==> config.mk <==
export PLATFORM = sky130hd
export DESIGN_NAME = h264_sps_dimension_parser
export DESIGN_NICKNAME = d
export VERILOG_FILES = /design/src/hw/rtl/h264sps_pkg.sv /design/src/hw/rtl/h264sps_bit_parser.sv /design/src/hw/rtl/h264_sps_dimension_parser.sv
export SDC_FILE = /design/constraint.sdc
export NUM_CORES = 1
export LEC_CHECK = 0
export BUFFER_PORTS_ARGS = -buffer_cell sky130_fd_sc_hd__buf_4
export CAP_MARGIN = 10
export CORE_ASPECT_RATIO = 1.25
export CORE_MARGIN = 2
export CORE_UTILIZATION = 58
export DETAILED_ROUTE_END_ITERATION = 8
export PLACE_DENSITY = 0.81
export REMOVE_ABC_BUFFERS = 1
export SETUP_SLACK_MARGIN = 0.15
export SLEW_MARGIN = 20
export SYNTH_ARGS = -nofsm -noshare
export SYNTH_HDL_FRONTEND = slang
export SYNTH_SLANG_ARGS = --single-unit
==> constraint.sdc <==
create_clock -name clk_i -period 6.2 [get_ports clk_i]
set_input_delay 0.62 -clock clk_i [delete_from_list [all_inputs] [get_ports clk_i]]
set_output_delay 0.62 -clock clk_i [all_outputs]
set_load 0.02 [all_outputs]
==> src/hw/rtl/h264sps_pkg.sv <==
`default_nettype none
package h264sps_pkg;

  typedef enum logic [2:0] {
    ST_OK        = 3'd0,
    ST_EMPTY     = 3'd1,
    ST_NOT_SPS   = 3'd2,
    ST_TRUNCATED = 3'd3,
    ST_CROP      = 3'd4
  } status_e;

  localparam logic [4:0] NalTypeSps = 5'd7;
  localparam logic [7:0] EmulByte   = 8'h03;

  // Summary of the decoded fields that the top level needs at the end of a unit.
  typedef struct packed {
    logic              done;
    logic              long_err;
    logic [1:0]        chroma;
    logic              frame_only;
    logic [31:0]       width_mbs;
    logic [31:0]       height_units;
    logic [3:0][31:0]  crop;
  } parse_info_t;

endpackage
`default_nettype wire

==> src/hw/rtl/h264sps_bit_parser.sv <==
`default_nettype none
module h264sps_bit_parser #(
  parameter int MAX_REF_CYCLE = 256
) (
  input  wire logic                      clk_i,
  input  wire logic                      rst_ni,
  input  wire logic                      clear_i,
  input  wire logic                      start_i,
  input  wire logic                      bit_valid_i,
  input  wire logic                      bit_i,
  output h264sps_pkg::parse_info_t       info_o
);

  localparam int CoefW = ($clog2(MAX_REF_CYCLE + 1) > 7) ? $clog2(MAX_REF_CYCLE + 1) : 7;
  localparam logic [CoefW-1:0] MaxCycle = CoefW'(MAX_REF_CYCLE);

  typedef enum logic [4:0] {
    PH_HEADER, PH_PROFILE, PH_SKIP16, PH_SPS_ID, PH_CHROMA_FMT, PH_SEP_PLANE,
    PH_BD_LUMA, PH_BD_CHROMA, PH_BYPASS, PH_MATRIX, PH_LIST_FLAG, PH_LIST_DELTA,
    PH_FRAME_NUM, PH_POC_TYPE, PH_POC_LSB, PH_DELTA_ZERO, PH_OFF_NONREF,
    PH_OFF_TB, PH_CYCLE_LEN, PH_CYCLE_OFF, PH_MAX_REF, PH_GAPS, PH_WIDTH,
    PH_HEIGHT, PH_FRAME_ONLY, PH_MBAFF, PH_DIRECT, PH_CROP_FLAG, PH_CROP,
    PH_DONE, PH_SINK
  } phase_e;

  // Width of a fixed-length field; zero means the field is Exp-Golomb coded.
  function automatic logic [4:0] field_bits(phase_e p);
    case (p)
      PH_PROFILE:                          return 5'd8;
      PH_SKIP16:                           return 5'd16;
      PH_SEP_PLANE, PH_BYPASS, PH_MATRIX,
      PH_LIST_FLAG, PH_DELTA_ZERO, PH_GAPS,
      PH_FRAME_ONLY, PH_MBAFF, PH_DIRECT,
      PH_CROP_FLAG:                        return 5'd1;
      default:                             return 5'd0;
    endcase
  endfunction

  function automatic logic chroma_profile(logic [7:0] p);
    case (p)
      8'd100, 8'd110, 8'd122, 8'd244, 8'd44, 8'd83, 8'd86,
      8'd118, 8'd128, 8'd138, 8'd139, 8'd134, 8'd135: return 1'b1;
      default:                                        return 1'b0;
    endcase
  endfunction

  phase_e            phase_q, phase_d;
  logic [5:0]        zeros_q, zeros_d;
  logic [31:0]       gv_q, gv_d;
  logic              suffix_q, suffix_d;
  logic [4:0]        bits_q, bits_d;
  logic [7:0]        profile_q, profile_d;
  logic [1:0]        chroma_q, chroma_d;
  logic [3:0]        list_q, list_d;
  logic [CoefW-1:0]  coef_q, coef_d;
  logic [7:0]        last_scale_q, last_scale_d;
  logic [CoefW-1:0]  cycle_q, cycle_d;
  logic [31:0]       width_q, width_d;
  logic [31:0]       height_q, height_d;
  logic              frame_only_q, frame_only_d;
  logic [3:0][31:0]  crop_q, crop_d;
  logic              long_q, long_d;

  logic              adv;
  logic [31:0]       v, vp1, gv_n;
  logic [4:0]        bits_n;
  logic              do_enter;
  phase_e            nxt;
  logic [7:0]        delta, scale_sum;
  logic [3:0]        list_n;
  logic [CoefW-1:0]  coef_n;

  always_comb begin
    phase_d = phase_q; zeros_d = zeros_q; gv_d = gv_q; suffix_d = suffix_q;
    bits_d = bits_q; profile_d = profile_q; chroma_d = chroma_q; list_d = list_q;
    coef_d = coef_q; last_scale_d = last_scale_q; cycle_d = cycle_q;
    width_d = width_q; height_d = height_q; frame_only_d = frame_only_q;
    crop_d = crop_q; long_d = long_q;
    adv = 1'b0; v = '0; vp1 = 32'd1; do_enter = 1'b0; nxt = phase_q;
    gv_n = {gv_q[30:0], bit_i};
    bits_n = (bits_q != 5'd0) ? bits_q - 5'd1 : 5'd0;
    delta = '0; scale_sum = '0; list_n = list_q + 4'd1; coef_n = coef_q + 1'b1;

    if (bit_valid_i && phase_q != PH_HEADER && phase_q != PH_DONE && phase_q != PH_SINK) begin
      if (field_bits(phase_q) != 5'd0) begin
        gv_d = gv_n;
        bits_d = bits_n;
        if (bits_n == 5'd0) begin
          adv = 1'b1;
          v = gv_n;
        end
      end else if (!suffix_q) begin
        if (!bit_i) begin
          zeros_d = zeros_q + 6'd1;
          if (zeros_q + 6'd1 > 6'd31) begin
            long_d = 1'b1;
            phase_d = PH_SINK;
          end
        end else if (zeros_q == 6'd0) begin
          adv = 1'b1;
        end else begin
          suffix_d = 1'b1;
          bits_d = zeros_q[4:0];
          gv_d = '0;
        end
      end else begin
        gv_d = gv_n;
        bits_d = bits_n;
        if (bits_n == 5'd0) begin
          adv = 1'b1;
          // The suffix is below the leading power of two, so OR forms the sum.
          vp1 = (32'd1 << zeros_q[4:0]) | gv_n;
          v = vp1 - 32'd1;
        end
      end
    end

    if (adv) begin
      do_enter = 1'b1;
      case (phase_q)
        PH_PROFILE: begin
          profile_d = v[7:0];
          nxt = PH_SKIP16;
        end
        PH_SKIP16:   nxt = PH_SPS_ID;
        PH_SPS_ID:   nxt = chroma_profile(profile_q) ? PH_CHROMA_FMT : PH_FRAME_NUM;
        PH_CHROMA_FMT: begin
          chroma_d = (v <= 32'd3) ? v[1:0] : 2'd0;
          nxt = (v == 32'd3) ? PH_SEP_PLANE : PH_BD_LUMA;
        end
        PH_SEP_PLANE: nxt = PH_BD_LUMA;
        PH_BD_LUMA:   nxt = PH_BD_CHROMA;
        PH_BD_CHROMA: nxt = PH_BYPASS;
        PH_BYPASS:    nxt = PH_MATRIX;
        PH_MATRIX: begin
          list_d = '0;
          nxt = v[0] ? PH_LIST_FLAG : PH_FRAME_NUM;
        end
        PH_LIST_FLAG: begin
          if (v[0]) begin
            coef_d = '0;
            last_scale_d = 8'd8;
            nxt = PH_LIST_DELTA;
          end else begin
            list_d = list_n;
            nxt = (list_n >= ((chroma_q == 2'd3) ? 4'd12 : 4'd8)) ? PH_FRAME_NUM
                                                                  : PH_LIST_FLAG;
          end
        end
        PH_LIST_DELTA: begin
          delta = v[0] ? (v[8:1] + 8'd1) : (8'd0 - v[8:1]);
          scale_sum = last_scale_q + delta;
          if (scale_sum != 8'd0) last_scale_d = scale_sum;
          coef_d = coef_n;
          if (coef_n >= ((list_q < 4'd6) ? CoefW'(16) : CoefW'(64)) || scale_sum == 8'd0)
          begin
            list_d = list_n;
            nxt = (list_n >= ((chroma_q == 2'd3) ? 4'd12 : 4'd8)) ? PH_FRAME_NUM
                                                                  : PH_LIST_FLAG;
          end else begin
            nxt = PH_LIST_DELTA;
          end
        end
        PH_FRAME_NUM: nxt = PH_POC_TYPE;
        PH_POC_TYPE:
          nxt = (v == 32'd0) ? PH_POC_LSB : (v == 32'd1) ? PH_DELTA_ZERO : PH_MAX_REF;
        PH_POC_LSB:    nxt = PH_MAX_REF;
        PH_DELTA_ZERO: nxt = PH_OFF_NONREF;
        PH_OFF_NONREF: nxt = PH_OFF_TB;
        PH_OFF_TB:     nxt = PH_CYCLE_LEN;
        PH_CYCLE_LEN: begin
          cycle_d = (v < 32'(MAX_REF_CYCLE)) ? v[CoefW-1:0] : MaxCycle;
          coef_d = '0;
          nxt = (v != 32'd0) ? PH_CYCLE_OFF : PH_MAX_REF;
        end
        PH_CYCLE_OFF: begin
          coef_d = coef_n;
          nxt = (coef_n >= cycle_q) ? PH_MAX_REF : PH_CYCLE_OFF;
        end
        PH_MAX_REF: nxt = PH_GAPS;
        PH_GAPS:    nxt = PH_WIDTH;
        PH_WIDTH: begin
          width_d = vp1;
          nxt = PH_HEIGHT;
        end
        PH_HEIGHT: begin
          height_d = vp1;
          nxt = PH_FRAME_ONLY;
        end
        PH_FRAME_ONLY: begin
          frame_only_d = v[0];
          nxt = v[0] ? PH_DIRECT : PH_MBAFF;
        end
        PH_MBAFF:  nxt = PH_DIRECT;
        PH_DIRECT: nxt = PH_CROP_FLAG;
        PH_CROP_FLAG: begin
          list_d = '0;
          nxt = v[0] ? PH_CROP : PH_DONE;
        end
        PH_CROP: begin
          crop_d[list_q[1:0]] = v;
          list_d = list_n;
          nxt = (list_n >= 4'd4) ? PH_DONE : PH_CROP;
        end
        default: do_enter = 1'b0;
      endcase
    end

    if (start_i) begin
      do_enter = 1'b1;
      nxt = PH_PROFILE;
    end

    if (do_enter) begin
      phase_d = nxt;
      bits_d = field_bits(nxt);
      zeros_d = '0;
      gv_d = '0;
      suffix_d = 1'b0;
    end

    // Closing a unit brings every field back to its reset value.
    if (clear_i) begin
      phase_d = PH_HEADER; zeros_d = '0; gv_d = '0; suffix_d = 1'b0;
      bits_d = '0; profile_d = '0; chroma_d = 2'd1; list_d = '0;
      coef_d = '0; last_scale_d = 8'd8; cycle_d = '0; width_d = '0;
      height_d = '0; frame_only_d = 1'b0; crop_d = '0; long_d = 1'b0;
    end
  end

  always_ff @(posedge clk_i or negedge rst_ni) begin
    if (!rst_ni) begin
      phase_q <= PH_HEADER; zeros_q <= '0; gv_q <= '0; suffix_q <= 1'b0;
      bits_q <= '0; profile_q <= '0; chroma_q <= 2'd1; list_q <= '0;
      coef_q <= '0; last_scale_q <= 8'd8; cycle_q <= '0; width_q <= '0;
      height_q <= '0; frame_only_q <= 1'b0; crop_q <= '0; long_q <= 1'b0;
    end else begin
      phase_q <= phase_d; zeros_q <= zeros_d; gv_q <= gv_d; suffix_q <= suffix_d;
      bits_q <= bits_d; profile_q <= profile_d; chroma_q <= chroma_d; list_q <= list_d;
      coef_q <= coef_d; last_scale_q <= last_scale_d; cycle_q <= cycle_d;
      width_q <= width_d; height_q <= height_d; frame_only_q <= frame_only_d;
      crop_q <= crop_d; long_q <= long_d;
    end
  end

  assign info_o.done         = (phase_q == PH_DONE);
  assign info_o.long_err     = long_q;
  assign info_o.chroma       = chroma_q;
  assign info_o.frame_only   = frame_only_q;
  assign info_o.width_mbs    = width_q;
  assign info_o.height_units = height_q;
  assign info_o.crop         = crop_q;

endmodule
`default_nettype wire

==> src/hw/rtl/h264_sps_dimension_parser.sv <==
// Channel | Direction | Handshake              | Payload
// input   | in        | in_valid_i / in_stall_o | data_byte_i, last_byte_i, empty_marker_i
// output  | out       | out_valid_o / out_stall_i | pic_width_o, pic_height_o, status_o
//
// A data byte is accepted in S_IDLE and then shifted through S_BITS, in which the bit parser
// takes one bit a cycle. The header byte and a dropped 0x03 are handled on acceptance alone.
// The end of a unit passes through S_SUM for the crop sums and S_DONE for the final compare.
// Reset clears all parsing state; no memory needs a clearing pass.
// The final result waits in the output register while out_stall_i is high.
`default_nettype none
module h264_sps_dimension_parser #(
  parameter int MAX_REF_CYCLE = 256
) (
  input  wire logic        clk_i,
  input  wire logic        rst_ni,
  input  wire logic        in_valid_i,
  output logic             in_stall_o,
  input  wire logic [7:0]  data_byte_i,
  input  wire logic        last_byte_i,
  input  wire logic        empty_marker_i,
  output logic             out_valid_o,
  input  wire logic        out_stall_i,
  output logic [31:0]      pic_width_o,
  output logic [31:0]      pic_height_o,
  output logic [2:0]       status_o
);

  typedef enum logic [1:0] {S_IDLE, S_BITS, S_SUM, S_DONE} state_e;

  state_e                   state_q;
  logic [7:0]               byte_q;
  logic                     last_q;
  logic [2:0]               cnt_q;
  logic                     started_q;
  logic                     not_sps_q;
  logic [1:0]               zero_run_q;
  logic [31:0]              sum_x_q, sum_y_q;
  logic                     out_valid_q;
  logic [31:0]              width_q, height_q;
  logic [2:0]               status_q;

  logic                     accept;
  logic                     start, clear, bit_valid;
  h264sps_pkg::parse_info_t info;

  logic [37:0]              cw, ch, cx, cy;
  logic                     out_free;
  h264sps_pkg::status_e     fin_status;

  assign accept    = in_valid_i && (state_q == S_IDLE);
  assign start     = accept && !empty_marker_i && !started_q &&
                     (data_byte_i[4:0] == h264sps_pkg::NalTypeSps);
  assign bit_valid = (state_q == S_BITS);
  assign out_free  = !out_valid_q || !out_stall_i;
  assign clear     = (state_q == S_DONE) && out_free;

  h264sps_bit_parser #(
    .MAX_REF_CYCLE(MAX_REF_CYCLE)
  ) u_bits (
    .clk_i       (clk_i),
    .rst_ni      (rst_ni),
    .clear_i     (clear),
    .start_i     (start),
    .bit_valid_i (bit_valid),
    .bit_i       (byte_q[cnt_q]),
    .info_o      (info)
  );

  // Coded size and crop in luma samples, all in 38 bits for the compare.
  always_comb begin
    cw = {2'b0, info.width_mbs, 4'b0};
    ch = info.frame_only ? {2'b0, info.height_units, 4'b0} : {1'b0, info.height_units, 5'b0};
    cx = (info.chroma == 2'd1 || info.chroma == 2'd2) ? {5'b0, sum_x_q, 1'b0}
                                                      : {6'b0, sum_x_q};
    case ({info.chroma == 2'd1, !info.frame_only})
      2'b11:   cy = {4'b0, sum_y_q, 2'b0};
      2'b10,
      2'b01:   cy = {5'b0, sum_y_q, 1'b0};
      default: cy = {6'b0, sum_y_q};
    endcase
    if (!started_q) begin
      fin_status = h264sps_pkg::ST_EMPTY;
    end else if (not_sps_q) begin
      fin_status = h264sps_pkg::ST_NOT_SPS;
    end else if (info.long_err || !info.done) begin
      fin_status = h264sps_pkg::ST_TRUNCATED;
    end else if (cx >= cw || cy >= ch) begin
      fin_status = h264sps_pkg::ST_CROP;
    end else begin
      fin_status = h264sps_pkg::ST_OK;
    end
  end

  always_ff @(posedge clk_i or negedge rst_ni) begin
    if (!rst_ni) begin
      state_q <= S_IDLE; byte_q <= '0; last_q <= 1'b0; cnt_q <= '0;
      started_q <= 1'b0; not_sps_q <= 1'b0; zero_run_q <= '0;
      sum_x_q <= '0; sum_y_q <= '0; out_valid_q <= 1'b0;
      width_q <= '0; height_q <= '0; status_q <= '0;
    end else begin
      // A new word is loaded as the old one leaves or while the register is empty.
      out_valid_q <= clear || (out_valid_q && out_stall_i);
      case (state_q)
        S_IDLE: begin
          if (accept) begin
            byte_q <= data_byte_i;
            last_q <= last_byte_i;
            cnt_q  <= 3'd7;
            if (empty_marker_i) begin
              state_q <= S_SUM;
            end else if (!started_q) begin
              started_q <= 1'b1;
              not_sps_q <= !start;
              state_q   <= last_byte_i ? S_SUM : S_IDLE;
            end else if (zero_run_q == 2'd2 && data_byte_i == h264sps_pkg::EmulByte) begin
              // An emulation-prevention byte is dropped and restarts the count.
              zero_run_q <= '0;
              state_q    <= last_byte_i ? S_SUM : S_IDLE;
            end else begin
              zero_run_q <= (data_byte_i != 8'd0) ? 2'd0
                          : (zero_run_q == 2'd2) ? 2'd2 : zero_run_q + 2'd1;
              state_q    <= S_BITS;
            end
          end
        end
        S_BITS: begin
          cnt_q <= cnt_q - 3'd1;
          if (cnt_q == 3'd0) state_q <= last_q ? S_SUM : S_IDLE;
        end
        S_SUM: begin
          sum_x_q <= info.crop[0] + info.crop[1];
          sum_y_q <= info.crop[2] + info.crop[3];
          state_q <= S_DONE;
        end
        S_DONE: begin
          if (out_free) begin
            status_q    <= fin_status;
            width_q     <= (fin_status == h264sps_pkg::ST_OK) ? 32'(cw - cx) : 32'd0;
            height_q    <= (fin_status == h264sps_pkg::ST_OK) ? 32'(ch - cy) : 32'd0;
            started_q   <= 1'b0;
            not_sps_q   <= 1'b0;
            zero_run_q  <= '0;
            state_q     <= S_IDLE;
          end
        end
        default: state_q <= S_IDLE;
      endcase
    end
  end

  assign in_stall_o   = (state_q != S_IDLE);
  assign out_valid_o  = out_valid_q;
  assign pic_width_o  = width_q;
  assign pic_height_o = height_q;
  assign status_o     = status_q;

endmodule
`default_nettype wire

==> out/qor.csv <==
stage,metric,value,unit
final_layout,layout_commonest_cell,dfrtp_1,
clocking,cts_root_buffer,clkbuf_16,
timing,timing.fmax,173,MHz
final_layout,sequential_cell_area,10800,um2
logic_synthesis,synth-warning-count,0,
critical_path,timing.critical_path.from_type,flop,
clocking,cts_inserted_buffers,47,
route,post-route-drc-count,0,
timing,setup_viol_count_final,0,
critical_path,cpPeakStageDelay,610,ps
logic_synthesis,mappedNetlistArea,28500,um2
critical_path,critPathCaptureType,flop,
clocking,htree_num_levels,2,
pwr,pwr_density_cell,324,nW/um2
pwr,ir_drop,0.303,mV
die,floorplan.die.height,252,um
critical_path,critical_path_arrival,6250,ps
route,antenna_violating_nets_post_route,0,
clocking,hold_buffers,0,
timing,worst_case_clock_skew,25.6,ps
logic_synthesis,postSynthAreaPerCell,8.72,um2
grt,grt_util_all_layers,33.2,%
critical_path,critPathMostFrequentCell,buf_4,
status,status,"finished, final reports clean",
final_layout,final_layout_size_suffix_gt1_share,13.1,%
timing,slew_violations,0,
placed_design,numPortBuffers,82,
timing,min_period,5770,ps
route,wl_per_cell,21.0,um
timing,timing.final.hold_violations,0,
final_layout,antennaDiodeCount,0,
critical_path,timing_worst_setup_path_type,reg -> reg,
grt,grt_pass1_wl,135,mm
die,pin_count,83,
clocking,clk_pin_slew,60,ps
logic_synthesis,synth-edff-count,0,
flow_run,timing.max_cap.violations,0,
logic_synthesis,ys_async_sr_fraction,100,%
grt,pin_count_of_the_biggest_net_entering_global_routing,151,
die,core.rowCount,90,
final_layout,filler_instances,3944,
critical_path,slowest_stage,or4_4,
route,routed_via_density,6.25,
logic_synthesis,ys_types,91,
timing,worstMarginPinSlew,1030,ps
logic_synthesis,postSynthRegisterBits,432,
route,detailedRoute.firstIterationViolations,2050,
logic_synthesis,yosysSeqAreaShare,38.0,%
clocking,clock_latency,600,ps
placed_design,place.gp.congestion,0.981,
logic_synthesis,yosys_most_used_dff,dfrtp_1,
route,postRouteWirelength,84.4,mm
final_layout,layout-area-overhead-vs-synth,12.2,%
critical_path,critical_path.cell_chain,"mux4_2, mux2_4, a21oi_2, ha_1, nor3b_4, buf_4, nand2_1, or4_4, or3_1, a31oi_1, a21oi_1, or4b_1, or4_1, buf_4, or3_4, a31oi_4, a32oi_1, a32o_1",
timing,layout_worst_path_cycle_share,93.0,%
logic_synthesis,postSynthCellCount,3263,
timing,slew_headroom,29.3,%
critical_path,cp_data_required_time,6680,ps
grt,grt_overflow,0,
final_layout,multi_input_logic_area,16400,um2
die,initial_core_util,58.8,%
critical_path,critical_path.max_fanout,8,
die,die-area,50900,um2
clocking,tritoncts,yes,
route,detail_route.first_pass.iterations,8,
placed_design,place.detailed.instances,3928,
pwr,leakage,14.5,nW
grt,grt_antenna_before_repair,0,
die,fp.dieW,202,um
timing,unrepaired_setup_endpoints_after_global_routing,no,
route,route.vias.total,25108,
final_layout,final-instance-count-excl-fill,4018,
grt,via_count_of_the_first_global_routing_pass,25066,
clocking,cts_num_sinks,432,
hold_path,worstHoldPathType,in -> async,
final_layout,layout_common_cells,"dfrtp_1, o21ai_0, nand2_1",
die,design.core.area,48400,um2
placed_design,detailed_place_hpwl,62.6,mm
final_layout,num-nets-final,3577,
clocking,clock_tree.buffer_depth,3,
timing,holdWs,27.8,ps
-- cells in the mapped netlist (14+ instances only) --
| library cell | count | area [um2] |
|---|---|---|
| o21a_1 | 22 | 165 |
| nor3_1 | 49 | 245 |
| inv_1 | 180 | 676 |
| a22o_1 | 37 | 324 |
| nand4_1 | 27 | 169 |
| a31oi_1 | 32 | 200 |
| mux2_2 | 74 | 833 |
| nand3_1 | 208 | 1040 |
| and2_1 | 22 | 138 |
| a211oi_1 | 15 | 113 |
| a22oi_1 | 33 | 248 |
| and3_1 | 22 | 138 |
| nand2_1 | 361 | 1360 |
| clkbuf_1 | 156 | 586 |
| o31ai_1 | 93 | 698 |
| or3_1 | 21 | 131 |
| or2_2 | 19 | 119 |
| nor2b_1 | 30 | 188 |
| a21o_1 | 68 | 510 |
| dfrtp_1 | 430 | 10800 |
| a21oi_1 | 176 | 881 |
| xnor2_1 | 73 | 639 |
| ha_1 | 222 | 2780 |
| nor2_1 | 141 | 529 |
| xor2_1 | 76 | 666 |
| nand2b_1 | 38 | 238 |
| o21ai_0 | 399 | 2000 |
| buf_1 | 24 | 90.1 |
| o211ai_1 | 14 | 105 |
-- critical path: cells and delay by family (launching register included) --
family                   cells  cell delay [ps]
AND/OR/NAND/NOR              7             2700
flip-flops                   1              410
multiplexers                 2              820
buffers and inverters        2              350
adder cells (fa/ha/maj)      1              190
AO/OA/AOI/OAI                6             1180
-- per-layer routing --
layer | part of all wire (%) | up-vias | wire length [um] | global-route usage (%)
met4 | 6.9 | 0 | 5860 | 20.6
met3 | 4.3 | 262 | 3630 | 3.66
li1 | - | 11823 | - | -
met1 | 39 | 12240 | 33200 | 39.5
met2 | 49 | 783 | 41700 | 57.7
met5 | 0 | - | 0 | 0
-- report_power, final --
group          leakage [nW]  internal (W)  total (W)  switching [W]
logic                  7.75       0.00154    0.00433        0.00279
registers              5.96       0.00296    0.00313       0.000169
clock network         0.787       0.00169    0.00288        0.00119
-- cells by family after synthesis --
kind of cell | share of synthesized area, %
adders and majority gates | 9.97
muxes | 3.51
and+or+nand+nor | 17.0
xor gates and xnor gates | 4.59
buffers and inverters | 4.92
DFF | 38.0
AOI/OAI and AO/OA | 22.0
-- layout make-up --
cell class / instances / area share, %
repair buffers: 212 / 5.14
clock inverters: 14 / 0.419
flip-flops and latches: 432 / 33.9
multi-input cells: 2463 / 51.4
well taps: 644 / 2.52
inverters: 182 / 2.14
clock buffers: 71 / 4.54
-- registers in the layout, indices dropped and copies added (netlist names), 8 cells and up --
| register | count |
|---|---|
| u_bits.height_q | 32 |
| pic_width_o | 32 |
| u_bits.profile_q | 8 |
| sum_x_q | 32 |
| u_bits.cycle_q | 9 |
| u_bits.info_o | 128 |
| u_bits.width_q | 32 |
| sum_y_q | 32 |
| byte_q | 8 |
| u_bits.gv_q | 31 |
| u_bits.coef_q | 9 |
| pic_height_o | 32 |
| u_bits.last_scale_q | 8 |
-- through the flow --
stage | setup WS (ps) | setup TNS (ps) | utilization (%) | power [W] | cell area [um2]
global route | 152 | 0 | 65.9 | 0.0109 | 31900
floorplan | -738 | -28470 | - | 0.00580 | 27700
global placement | 245 | 0 | 62.4 | 0.00726 | 30200
detailed placement | 206 | 0 | 62.4 | 0.00734 | 30200
CTS | 169 | 0 | 65.7 | 0.0103 | 31800
finish | 433 | 0 | 65.9 | 0.0103 | 31900
-- worst paths after layout --
check,from,end,slack [ps],depth (start not counted)
worst max-delay path,cnt_q[0],u_bits.bits_q[0],430,18
worst min-delay path,rst_ni,out_valid_o,30,1
worst max register to register,cnt_q[0],u_bits.bits_q[0],430,18
worst min register to register,pic_height_o[18],pic_height_o[18],480,2
max in group asynchronous,rst_ni,pic_height_o[12],4680,2
min in group clk_i,data_byte_i[6],byte_q[6],280,2
-- what timing repair did --
action,4_1_cts,5_1_grt
buffers inserted,0,5
resized for setup,0,29
setup endpoints to repair,0,17
hold endpoints to repair,0,0
No activity file was read; power rests on OpenSTA's default activity.
